## config.mk

```make
export PLATFORM = sky130hd
export DESIGN_NAME = bubble_sort_ascending_top
export DESIGN_NICKNAME = d
export VERILOG_FILES = /design/src/hdl/bsa_pkg.sv /design/src/hdl/bsa_dpath.sv /design/src/hdl/bsa_ctrl.sv /design/src/hdl/bubble_sort_ascending_top.sv
export SDC_FILE = /design/constraint.sdc
export NUM_CORES = 2
export LEC_CHECK = 0
export ABC_CLOCK_PERIOD_IN_PS = 5800
export BUFFER_PORTS_ARGS = -buffer_cell sky130_fd_sc_hd__buf_2
export CAP_MARGIN = 20
export CORE_MARGIN = 2
export CORE_UTILIZATION = 35
export DETAILED_ROUTE_END_ITERATION = 8
export PLACE_DENSITY = 0.53
export SLEW_MARGIN = 20
export SYNTH_ARGS = -nofsm -noshare
export SYNTH_HDL_FRONTEND = slang
export SYNTH_SLANG_ARGS = --single-unit
```

## constraint.sdc

```tcl
create_clock -name clk -period 5.8 [get_ports clk]
set_input_delay 1.16 -clock clk [delete_from_list [all_inputs] [get_ports clk]]
set_output_delay 1.16 -clock clk [all_outputs]
set_load 0.1 [all_outputs]
```

## src/hdl/bsa_pkg.sv

```systemverilog
// shared types and constants for the bubble sort block
// no dependencies; used by bsa_ctrl, bsa_dpath and bubble_sort_ascending_top
package bsa_pkg;

	localparam int DEPTH_DEF = 32;
	localparam int VAL_W     = 32;

	// sorter control states, one-hot
	typedef enum logic [5:0] {
		ST_LOAD  = 6'b000001,
		ST_INIT  = 6'b000010,
		ST_FIRST = 6'b000100,
		ST_RUN   = 6'b001000,
		ST_END   = 6'b010000,
		ST_EMIT  = 6'b100000
	} state_t;

	// source of the store write data
	typedef enum logic [1:0] {
		SRC_IN    = 2'd0,
		SRC_LOW   = 2'd1,
		SRC_CARRY = 2'd2
	} wr_src_t;

	typedef struct packed {
		logic    wr_en;
		wr_src_t wr_src;
		logic    rd_en;
		logic    carry_first;
		logic    carry_step;
	} dp_cmd_t;

endpackage

```

## src/hdl/bsa_dpath.sv

```systemverilog
// datapath of the bubble sort: element store, carry register and compare
// depends on bsa_pkg; driven by bsa_ctrl
module bsa_dpath #(
	parameter int DEPTH = bsa_pkg::DEPTH_DEF,
	parameter int AW    = $clog2(DEPTH)
) (
	input  logic                            clk,
	input  bsa_pkg::dp_cmd_t                cmd,
	input  logic [AW-1:0]                   wr_addr,
	input  logic [AW-1:0]                   rd_addr,
	input  logic signed [bsa_pkg::VAL_W-1:0] value,
	output logic                            swap,
	output logic signed [bsa_pkg::VAL_W-1:0] rd_data
);
	import bsa_pkg::*;

	logic signed [VAL_W-1:0] mem [DEPTH];
	logic signed [VAL_W-1:0] rd_data_q;
	logic signed [VAL_W-1:0] carry_q;
	logic signed [VAL_W-1:0] wr_data;

	// carry holds the largest element seen so far in the current pass
	assign swap = carry_q > rd_data_q;

	always_comb begin
		case (cmd.wr_src)
			SRC_IN:    wr_data = value;
			SRC_LOW:   wr_data = swap ? rd_data_q : carry_q;
			SRC_CARRY: wr_data = carry_q;
			default:   wr_data = carry_q;
		endcase
	end

	always_ff @(posedge clk) begin
		if (cmd.wr_en) begin
			mem[wr_addr] <= wr_data;
		end
		if (cmd.rd_en) begin
			rd_data_q <= mem[rd_addr];
		end
	end

	always_ff @(posedge clk) begin
		if (cmd.carry_first) begin
			carry_q <= rd_data_q;
		end else if (cmd.carry_step && !swap) begin
			carry_q <= rd_data_q;
		end
	end

	assign rd_data = rd_data_q;

endmodule

```

## src/hdl/bsa_ctrl.sv

```systemverilog
// controller of the bubble sort: load, sort passes and emit sequencing
// depends on bsa_pkg; commands bsa_dpath
module bsa_ctrl #(
	parameter int DEPTH = bsa_pkg::DEPTH_DEF,
	parameter int AW    = $clog2(DEPTH),
	parameter int CW    = $clog2(DEPTH + 1)
) (
	input  logic             clk,
	input  logic             arst_n,
	input  logic             start,
	input  logic             last_item,
	input  logic             swap,
	output logic             busy,
	output bsa_pkg::dp_cmd_t cmd,
	output logic [AW-1:0]    wr_addr,
	output logic [AW-1:0]    rd_addr,
	output logic             result_strobe,
	output logic             last_result,
	output logic             overflow
);
	import bsa_pkg::*;

	state_t        state_q;
	logic [CW-1:0] count_q;
	logic          ovf_q;
	logic [CW-1:0] end_q;
	logic [CW-1:0] idx_q;
	logic          swapped_q;
	logic          strobe_q;
	logic          last_q;
	logic          ovf_out_q;

	logic          accept;
	logic          room;
	logic [CW-1:0] count_nxt;
	logic [CW-1:0] idx_inc;
	logic [CW-1:0] idx_dec;
	logic [CW-1:0] end_dec;
	logic [CW-1:0] count_dec;

	assign accept    = start && (state_q == ST_LOAD);
	assign room      = count_q < CW'(DEPTH);
	assign count_nxt = room ? count_q + CW'(1) : count_q;
	assign idx_inc   = idx_q + CW'(1);
	assign idx_dec   = idx_q - CW'(1);
	assign end_dec   = end_q - CW'(1);
	assign count_dec = count_q - CW'(1);

	always_comb begin
		cmd     = '0;
		cmd.wr_src = SRC_IN;
		wr_addr = count_q[AW-1:0];
		rd_addr = idx_q[AW-1:0];
		case (state_q)
			ST_LOAD: begin
				cmd.wr_en = accept && room;
			end
			ST_INIT: begin
				cmd.rd_en = 1'b1;
				rd_addr   = '0;
			end
			ST_FIRST: begin
				cmd.rd_en       = 1'b1;
				cmd.carry_first = 1'b1;
				rd_addr         = AW'(1);
			end
			ST_RUN: begin
				// the smaller of carry and the new element settles one slot back
				cmd.wr_en      = 1'b1;
				cmd.wr_src     = SRC_LOW;
				cmd.carry_step = 1'b1;
				wr_addr        = idx_dec[AW-1:0];
				cmd.rd_en      = idx_inc < end_q;
				rd_addr        = idx_inc[AW-1:0];
			end
			ST_END: begin
				cmd.wr_en  = 1'b1;
				cmd.wr_src = SRC_CARRY;
				wr_addr    = end_dec[AW-1:0];
			end
			ST_EMIT: begin
				cmd.rd_en = 1'b1;
			end
			default: begin
				cmd = '0;
			end
		endcase
	end

	always_ff @(posedge clk or negedge arst_n) begin
		if (!arst_n) begin
			state_q   <= ST_LOAD;
			count_q   <= '0;
			ovf_q     <= 1'b0;
			end_q     <= '0;
			idx_q     <= '0;
			swapped_q <= 1'b0;
			strobe_q  <= 1'b0;
			last_q    <= 1'b0;
			ovf_out_q <= 1'b0;
		end else begin
			strobe_q <= 1'b0;
			case (state_q)
				ST_LOAD: begin
					if (accept) begin
						count_q <= count_nxt;
						if (!room) begin
							ovf_q <= 1'b1;
						end
						if (last_item) begin
							end_q <= count_nxt;
							idx_q <= '0;
							state_q <= (count_nxt > CW'(1)) ? ST_INIT : ST_EMIT;
						end
					end
				end
				ST_INIT: begin
					swapped_q <= 1'b0;
					state_q   <= ST_FIRST;
				end
				ST_FIRST: begin
					idx_q   <= CW'(1);
					state_q <= ST_RUN;
				end
				ST_RUN: begin
					swapped_q <= swapped_q | swap;
					if (idx_inc < end_q) begin
						idx_q <= idx_inc;
					end else begin
						state_q <= ST_END;
					end
				end
				ST_END: begin
					end_q <= end_dec;
					idx_q <= '0;
					// another pass only if this one moved something
					if (swapped_q && end_dec > CW'(1)) begin
						state_q <= ST_INIT;
					end else begin
						state_q <= ST_EMIT;
					end
				end
				ST_EMIT: begin
					strobe_q  <= 1'b1;
					last_q    <= idx_q == count_dec;
					ovf_out_q <= ovf_q;
					if (idx_q == count_dec) begin
						count_q <= '0;
						ovf_q   <= 1'b0;
						state_q <= ST_LOAD;
					end else begin
						idx_q <= idx_inc;
					end
				end
				default: begin
					state_q <= ST_LOAD;
				end
			endcase
		end
	end

	assign busy          = state_q != ST_LOAD;
	assign result_strobe = strobe_q;
	assign last_result   = last_q;
	assign overflow      = ovf_out_q;

endmodule

```

## src/hdl/bubble_sort_ascending_top.sv

```systemverilog
// bubble sort top level: loads one element per cycle while busy is low;
// after the final element sorts by passes over a store with one write and
// one read port (a one-element list skips the passes); results then stream
// one per cycle, each with its strobe once the emit state has read it into
// the read-data register.
// the receiver cannot stall; arst_n clears all control state, store is unreset.
// depends on bsa_pkg, bsa_ctrl and bsa_dpath
module bubble_sort_ascending_top #(
	parameter int DEPTH = bsa_pkg::DEPTH_DEF
) (
	input  logic                             clk,
	input  logic                             arst_n,
	input  logic                             start,
	output logic                             busy,
	input  logic signed [bsa_pkg::VAL_W-1:0] value,
	input  logic                             last_item,
	output logic                             result_strobe,
	output logic signed [bsa_pkg::VAL_W-1:0] sorted_value,
	output logic                             last_result,
	output logic                             overflow
);
	import bsa_pkg::*;

	localparam int AW = $clog2(DEPTH);
	localparam int CW = $clog2(DEPTH + 1);

	dp_cmd_t       cmd;
	logic [AW-1:0] wr_addr;
	logic [AW-1:0] rd_addr;
	logic          swap;

	bsa_ctrl #(
		.DEPTH(DEPTH),
		.AW   (AW),
		.CW   (CW)
	) u_ctrl (
		.clk          (clk),
		.arst_n       (arst_n),
		.start        (start),
		.last_item    (last_item),
		.swap         (swap),
		.busy         (busy),
		.cmd          (cmd),
		.wr_addr      (wr_addr),
		.rd_addr      (rd_addr),
		.result_strobe(result_strobe),
		.last_result  (last_result),
		.overflow     (overflow)
	);

	bsa_dpath #(
		.DEPTH(DEPTH),
		.AW   (AW)
	) u_dpath (
		.clk    (clk),
		.cmd    (cmd),
		.wr_addr(wr_addr),
		.rd_addr(rd_addr),
		.value  (value),
		.swap   (swap),
		.rd_data(sorted_value)
	);

endmodule
```

* After elaboration in Yosys (flattened, before gate mapping)
Memory sizes are Yosys's and may differ from the RTL's. A register that Yosys moved wholly into a read port is not among the register bits.
Index checks and enable logic that the tools add are counted.
** Word-level totals
- Output and inout bits :: 36
- ROM bits :: 0
- Flip-flop bits (word level) :: 61
- Logic and storage cells :: 94
- Memory bits (writable) :: 1024
- Bits in latches :: 0
- Input bits :: 36
- Memories :: 1
** Operators by class
- Bitwise operators :: 1
- Muxes and demuxes :: 38
- Shift-type cells :: 0
- Add/sub/neg operators :: 5
- Reductions and logical operators :: 18
- Order comparisons :: 5
- Equality and inequality tests :: 16
- Div/mod/pow operators :: 0
- Multiply operators :: 0
** Memory list
- u_dpath.mem :: depth 32, width 32, rd ports 1, clocked after Yosys merged registers in 1, wr ports 1, line bsa_dpath.sv:17 : logic signed [VAL_W-1:0] mem [DEPTH];
** Operators with widths (number)
- two-way mux 32 bit :: 3
- two-way mux 6 bit :: 15
- case mux 32 bit (2 select lines) :: 1
- case mux 6 bit (6 select lines) :: 1
- greater-than comparator 32 bit :: 1
- case mux 6 bit (5 select lines) :: 1
- case mux 6 bit (2 select lines) :: 2
- case mux 5 bit (3 select lines) :: 1
- adder 6 x 1 -> 6 bit, second input constant :: 2
- greater-than comparator 6 x 1 -> 1 bit, second input constant :: 2
- subtractor 6 x 1 -> 6 bit, second input constant :: 2
- case mux 5 bit (2 select lines) :: 1
- two-way mux 1 bit :: 8
- inequality test 2 bit, second input constant :: 4
- case mux 1 bit (2 select lines) :: 4
- AND reduction 4 bit :: 2
- nonzero test 2 bit :: 4
- equality test 6 x 1 -> 1 bit, second input constant :: 1
- equality test 6 x 2 -> 1 bit, second input constant :: 1
- equality test 6 x 3 -> 1 bit, second input constant :: 1
- equality test 6 x 4 -> 1 bit, second input constant :: 1
- equality test 6 x 5 -> 1 bit, second input constant :: 1
- equality test 6 bit :: 1
- equality test 6 bit, second input constant :: 1
- other kinds (16) :: 22

* Depth between registers and ports, before layout
- Depth after elaboration :: 7
- Gate-level depth with buffers :: 12
- Gate-level depth less buffers :: 10

* By module
From an unflattened synthesis, not the netlist that was laid out.
** Unflattened totals
- Cell total of the unflattened synthesis :: 2023
- Area, all modules :: 44460.1 um2
** Modules (own cells, without submodules)
- bsa_dpath :: area each 42243.0 um2, sequential area each 32671.3 um2, instances 1, cells an instance 1758
- bsa_ctrl :: area each 2217.1 um2, sequential area each 726.9 um2, instances 1, cells an instance 265

* Least setup slack after synthesis
Ideal clock, no wire load.
- Kind :: register to register
- Start point :: register u_dpath.rd_data_q[23], in the netlist u_dpath.rd_data[23], read port of u_dpath.mem
- End point :: register u_dpath.carry_q[0], enable pin
- Arrival time :: 4.970 ns
- Setup time :: 0.466 ns
- Stages on the path, launching flop included :: 10
- Period minus slack after synthesis :: 5.435 ns
- Path buffers :: 0
- Required time :: 5.334 ns
- Slack :: 0.365 ns
- Cell sequence :: edfxtp_1 > inv_1 > ha_1 > a21oi_1 > o21a_1 > o21ai_0 > a2111oi_1 > o2111a_1 > nor3_1 > o21ai_0
** On the way
- Word-level cells in the longest chain between the ends :: 4
** RTL lines
- start, declared :: line bsa_dpath.sv:18 : logic signed [VAL_W-1:0] rd_data_q;
- greater-than comparator 32 bit :: line bsa_dpath.sv:23 : assign swap = carry_q > rd_data_q;
- zero test 1 bit :: line bsa_dpath.sv:46 : end else if (cmd.carry_step && !swap) begin
- logical AND 1 bit :: line bsa_dpath.sv:46
- nonzero test 2 bit (no line)
- end signal, assigned :: line bsa_dpath.sv:45 : carry_q <= rd_data_q;
- end signal, assigned :: line bsa_dpath.sv:47 : carry_q <= rd_data_q;
- end, declared :: line bsa_dpath.sv:19 : logic signed [VAL_W-1:0] carry_q;
No other way between the ends.
A chain may end at the register's enable or synchronous reset.

* Final worst setup path
- Start point :: register u_ctrl.state_q[1]
- End point :: register u_dpath.rd_data_q[28], in the netlist u_dpath.rd_data[28], read port of u_dpath.mem, data pin
** On the way
- Word-level cells in the longest chain between the ends :: 3
- Elaborated cells on any way between the ends :: 7
- Those cells by class :: eq/ne: 4; mux: 2; reduce/logical: 1
** RTL lines
- start, declared :: line bsa_ctrl.sv:23 : state_t state_q;
- start signal, assigned :: line bsa_ctrl.sv:113 : state_q <= (count_nxt > CW'(1)) ? ST_INIT : ST_EMIT;
- equality test 6 x 2 -> 1 bit (tied with other cells) :: line bsa_ctrl.sv:54 : case (state_q)
- OR reduction 3 bit (no line)
- case mux 1 bit (2 select lines) :: line bsa_ctrl.sv:54
Several ways; a longest one is shown, not always the timed one.

==> flow_summary.yaml <==
power:
  clkPwrFrac: 0.326
  p_per_area_nw_per_um2: 402
  p_sw_frac: 0.319
  power_w: 0.0212
  seqPwrFrac: 0.444
  pwr-share-comb: 0.230
  p_leak_nw: 17.5
  internal_power_w: 0.0144
  irDropWorstVdd_mv: 0.432
  p_sw_w: 0.00676
run_status:
  status: "finished clean"
synth:
  synth_compound_area_frac: 0.112
  synth_top_family_by_area: "simple AND/OR/NAND/NOR gates"
  async_reset_ff_frac: 0.0260
  yosys.area_share.simple: 0.120
  synth_mux_area_frac: 0.00187
  ys_seq_area_frac: 0.722
  syn_area_um2: 46300
  yosys.area.top_type: "edfxtp_1"
  synth_fp_nets: 3427
  synth_top_area_share: 0.706
  synth_xor_area_frac: 0.00416
  synth_flop_cell: "edfxtp_1"
  synth_edf_count: 1088
  ys_types: 73
  ys_ff_latch: 1117
  synthAdderAreaFrac: 0.0119
  avgSynthCellArea_um2: 13.8
  synth_area_leaders: "edfxtp_1, a211oi_1, and3_1"
  synth_cells: 3347
  yosysWarnings: 0
hold_path:
  hold_class: "flop to flop"
die:
  die_x_um: 368
  fp.dieArea_um2: 135000
  initial_core_util: 0.352
  coreArea_um2: 131000
  row_count: 133
  ios: 72
  dieHeight_um: 368
clock_tree:
  cts_max_level: 3
  cts_resized: 0
  ctsHoldBuffers: 0
  clk_pin_slew_worst_paths_ps: 60
  post_cts_buffers: 0
  cts_tree: "built"
  clock_sinks: 1117
  clock_path_buffers: 3
  cts_buffers: 111
  clock_latency_ps: 720
  root_buffer: "clkbuf_16"
detailed_routing:
  drc: 0
  via_per_inst: 5.66
  avgRoutedWirePerCell_um: 27.4
  vias: 29800
  dr.first_iter.drc_count: 3194
  first_pass_iters: 6
  ant_nets: 0
  routed_wirelength_um: 144000
global_routing:
  antenna_found_initial: 2
  grt_max_degree: 118
  grt_pass1_wl_um: 208000
  gr-total-overflow: 0
  grt_pass1_vias: 28100
  grt_use_total: 0.210
critical_path:
  end_kind: "flop"
  critical_path_class: "flop to flop"
  startpoint: "u_ctrl.state_q[1]"
  r2r-start: "u_ctrl.state_q[1]"
  r2r_slack_ps: 690
  rr_worst_depth: 10
  crit_arrival_ps: 5450
  required_ps: 6150
  start_kind: "flop"
  endpoint: "u_dpath.rd_data[28]"
  cp_max_fo: 105
  r2r_end: "u_dpath.rd_data[28]"
sta:
  min_period_ps: 5110
  worstMarginPinSlew_ps: 1170
  hold_viol_final: 0
  setup_viol: 0
  period_share: 0.880
  final_max_slew_viol_count: 0
  slew_headroom: 0.213
  finalClockSkew_ps: 18.6
  rsz0062_at_grt: "no"
  setup_tns_ps: 0
  setup_slack_ps: 695
  fmax_mhz: 196
layout:
  seqCellArea_um2: 33400
  drive_above_1_share: 0.128
  n_fill_cell: 12100
  syn2layout_area_growth_pct: 14.1
  multi_input_area_um2: 11900
  final_nets: 3492
job:
  drv_cap: 0
placement:
  gp_congestion: 0.845
  dpl.hpwl_um: 82400
  port_buffers: 71
  place_ws_ps: 757
[layout make-up]
type	count	share of cell area
multi-input combinational	1925	0.226
antenna	1	0.0000474
sequential	1117	0.633
timing repair buffer	207	0.0315
inverter	50	0.00356
tap	1755	0.0416
clock inverter	64	0.00879
clock buffer	143	0.0561
[placed cells by master, fill, tap and decap left out, types with 9 or more instances in the layout]
cell,netlist,final
buf_4,12,113
nand4_1,12,12
ha_1,44,44
buf_2,52,71
a221o_1,34,34
a31oi_1,99,99
o21ai_1,60,61
clkinv_2,0,20
o2111ai_1,32,32
a211oi_1,289,289
buf_12,0,23
clkinv_1,2,33
edfxtp_1,1088,1088
inv_1,48,48
o21ai_0,58,56
o22ai_1,37,37
clkbuf_16,0,113
clkbuf_1,175,28
nor3_1,10,9
and3_1,318,318
nand2_1,484,478
a21o_1,11,11
dfrtp_1,28,28
nor2_1,62,30
nand3_1,141,140
nor2_4,0,32
nor4_2,32,31
a21oi_1,87,87
xnor2_1,15,15
[routing by layer]
metal | track usage | wire length [um]
met2 | 0.334 | 67600
met3 | 0.0320 | 9390
met5 | 0 | 0
met1 | 0.299 | 64100
met4 | 0.0558 | 3310
[sequential cells by signal (all words and copies together), names as in the netlist]
name	count
u_dpath.mem	1024
u_ctrl.end_q	6
u_ctrl.last_result	1
u_ctrl.overflow	1
u_ctrl.swapped_q	1
u_ctrl.count_q	6
u_ctrl.idx_q	6
u_ctrl.ovf_q	1
u_ctrl.result_strobe	1
u_dpath.rd_data	32
u_dpath.carry_q	32
u_ctrl.state_q	6
[stage by stage]
step,instance area [um2],cells,hold slack [ps],util
floorplan,46300,3347,440,-
global placement,49400,5054,453,0.376
detailed placement,49400,5054,455,0.376
CTS,52800,5261,478,0.402
global route,52800,5261,490,0.402
finish,52800,5262,471,0.402
[critical path: stages (launching register included)]
cell       delay [ps]
dfrtp_1           500
nor4_2            570
nand2_2           490
buf_4             390
o211ai_4          290
buf_4             310
buf_12            400
a211oi_1          140
a31oi_1           270
o2111ai_1         220
nor4_2           1030
[power groups by stage]
stage / logic [W] / registers [W] / clock network [W]
after global placement: 0.00485 / 0.00958 / 0
after global routing: 0.00525 / 0.00943 / 0.00733
after floorplan: 0.00301 / 0.00979 / 0
after detailed placement: 0.00486 / 0.00958 / 0
after CTS: 0.00488 / 0.00941 / 0.00702
final: 0.00488 / 0.00941 / 0.00691
[synthesized netlist by cell type, types with 5 or more instances]
master and number:
inv_1 48, nor3_1 10, and3_1 318, and2_1 5, a21oi_1 87, nor2b_1 7, buf_4 12, o21ai_1 60
o2111ai_1 32, clkbuf_1 175, buf_1 10, o21ai_0 58, nor4_2 32, xor2_1 7, buf_6 6, a21o_1 11
edfxtp_1 1088, xnor2_1 15, a211oi_1 289, nand2_1 484, o22ai_1 37, ha_1 44, nor2_1 62, a31oi_1 99
o21a_1 6, a221o_1 34, buf_2 52, dfrtp_1 28, nand4_1 12, nand3_1 141
[worst min-delay path by stage]
stage	depth (start not counted)	start	slack [ps]	to
finish	1	u_ctrl.last_result	470	u_ctrl.last_result
global route	2	u_ctrl.overflow	490	u_ctrl.overflow
detailed placement	2	u_ctrl.ovf_q	450	u_ctrl.overflow
global placement	1	u_ctrl.last_result	450	u_ctrl.last_result
floorplan	2	u_ctrl.ovf_q	440	u_ctrl.overflow
CTS	1	u_ctrl.last_result	480	u_ctrl.last_result
[kinds of logic after synthesis]
kind of cell | count (synthesis)
simple gates | 1097
buf+inv | 305
xor+xnor | 22
compound gates | 755
flops | 1117
fa+ha+maj | 44
mux | 7
Note: power is estimated with default switching activity, not from simulation.
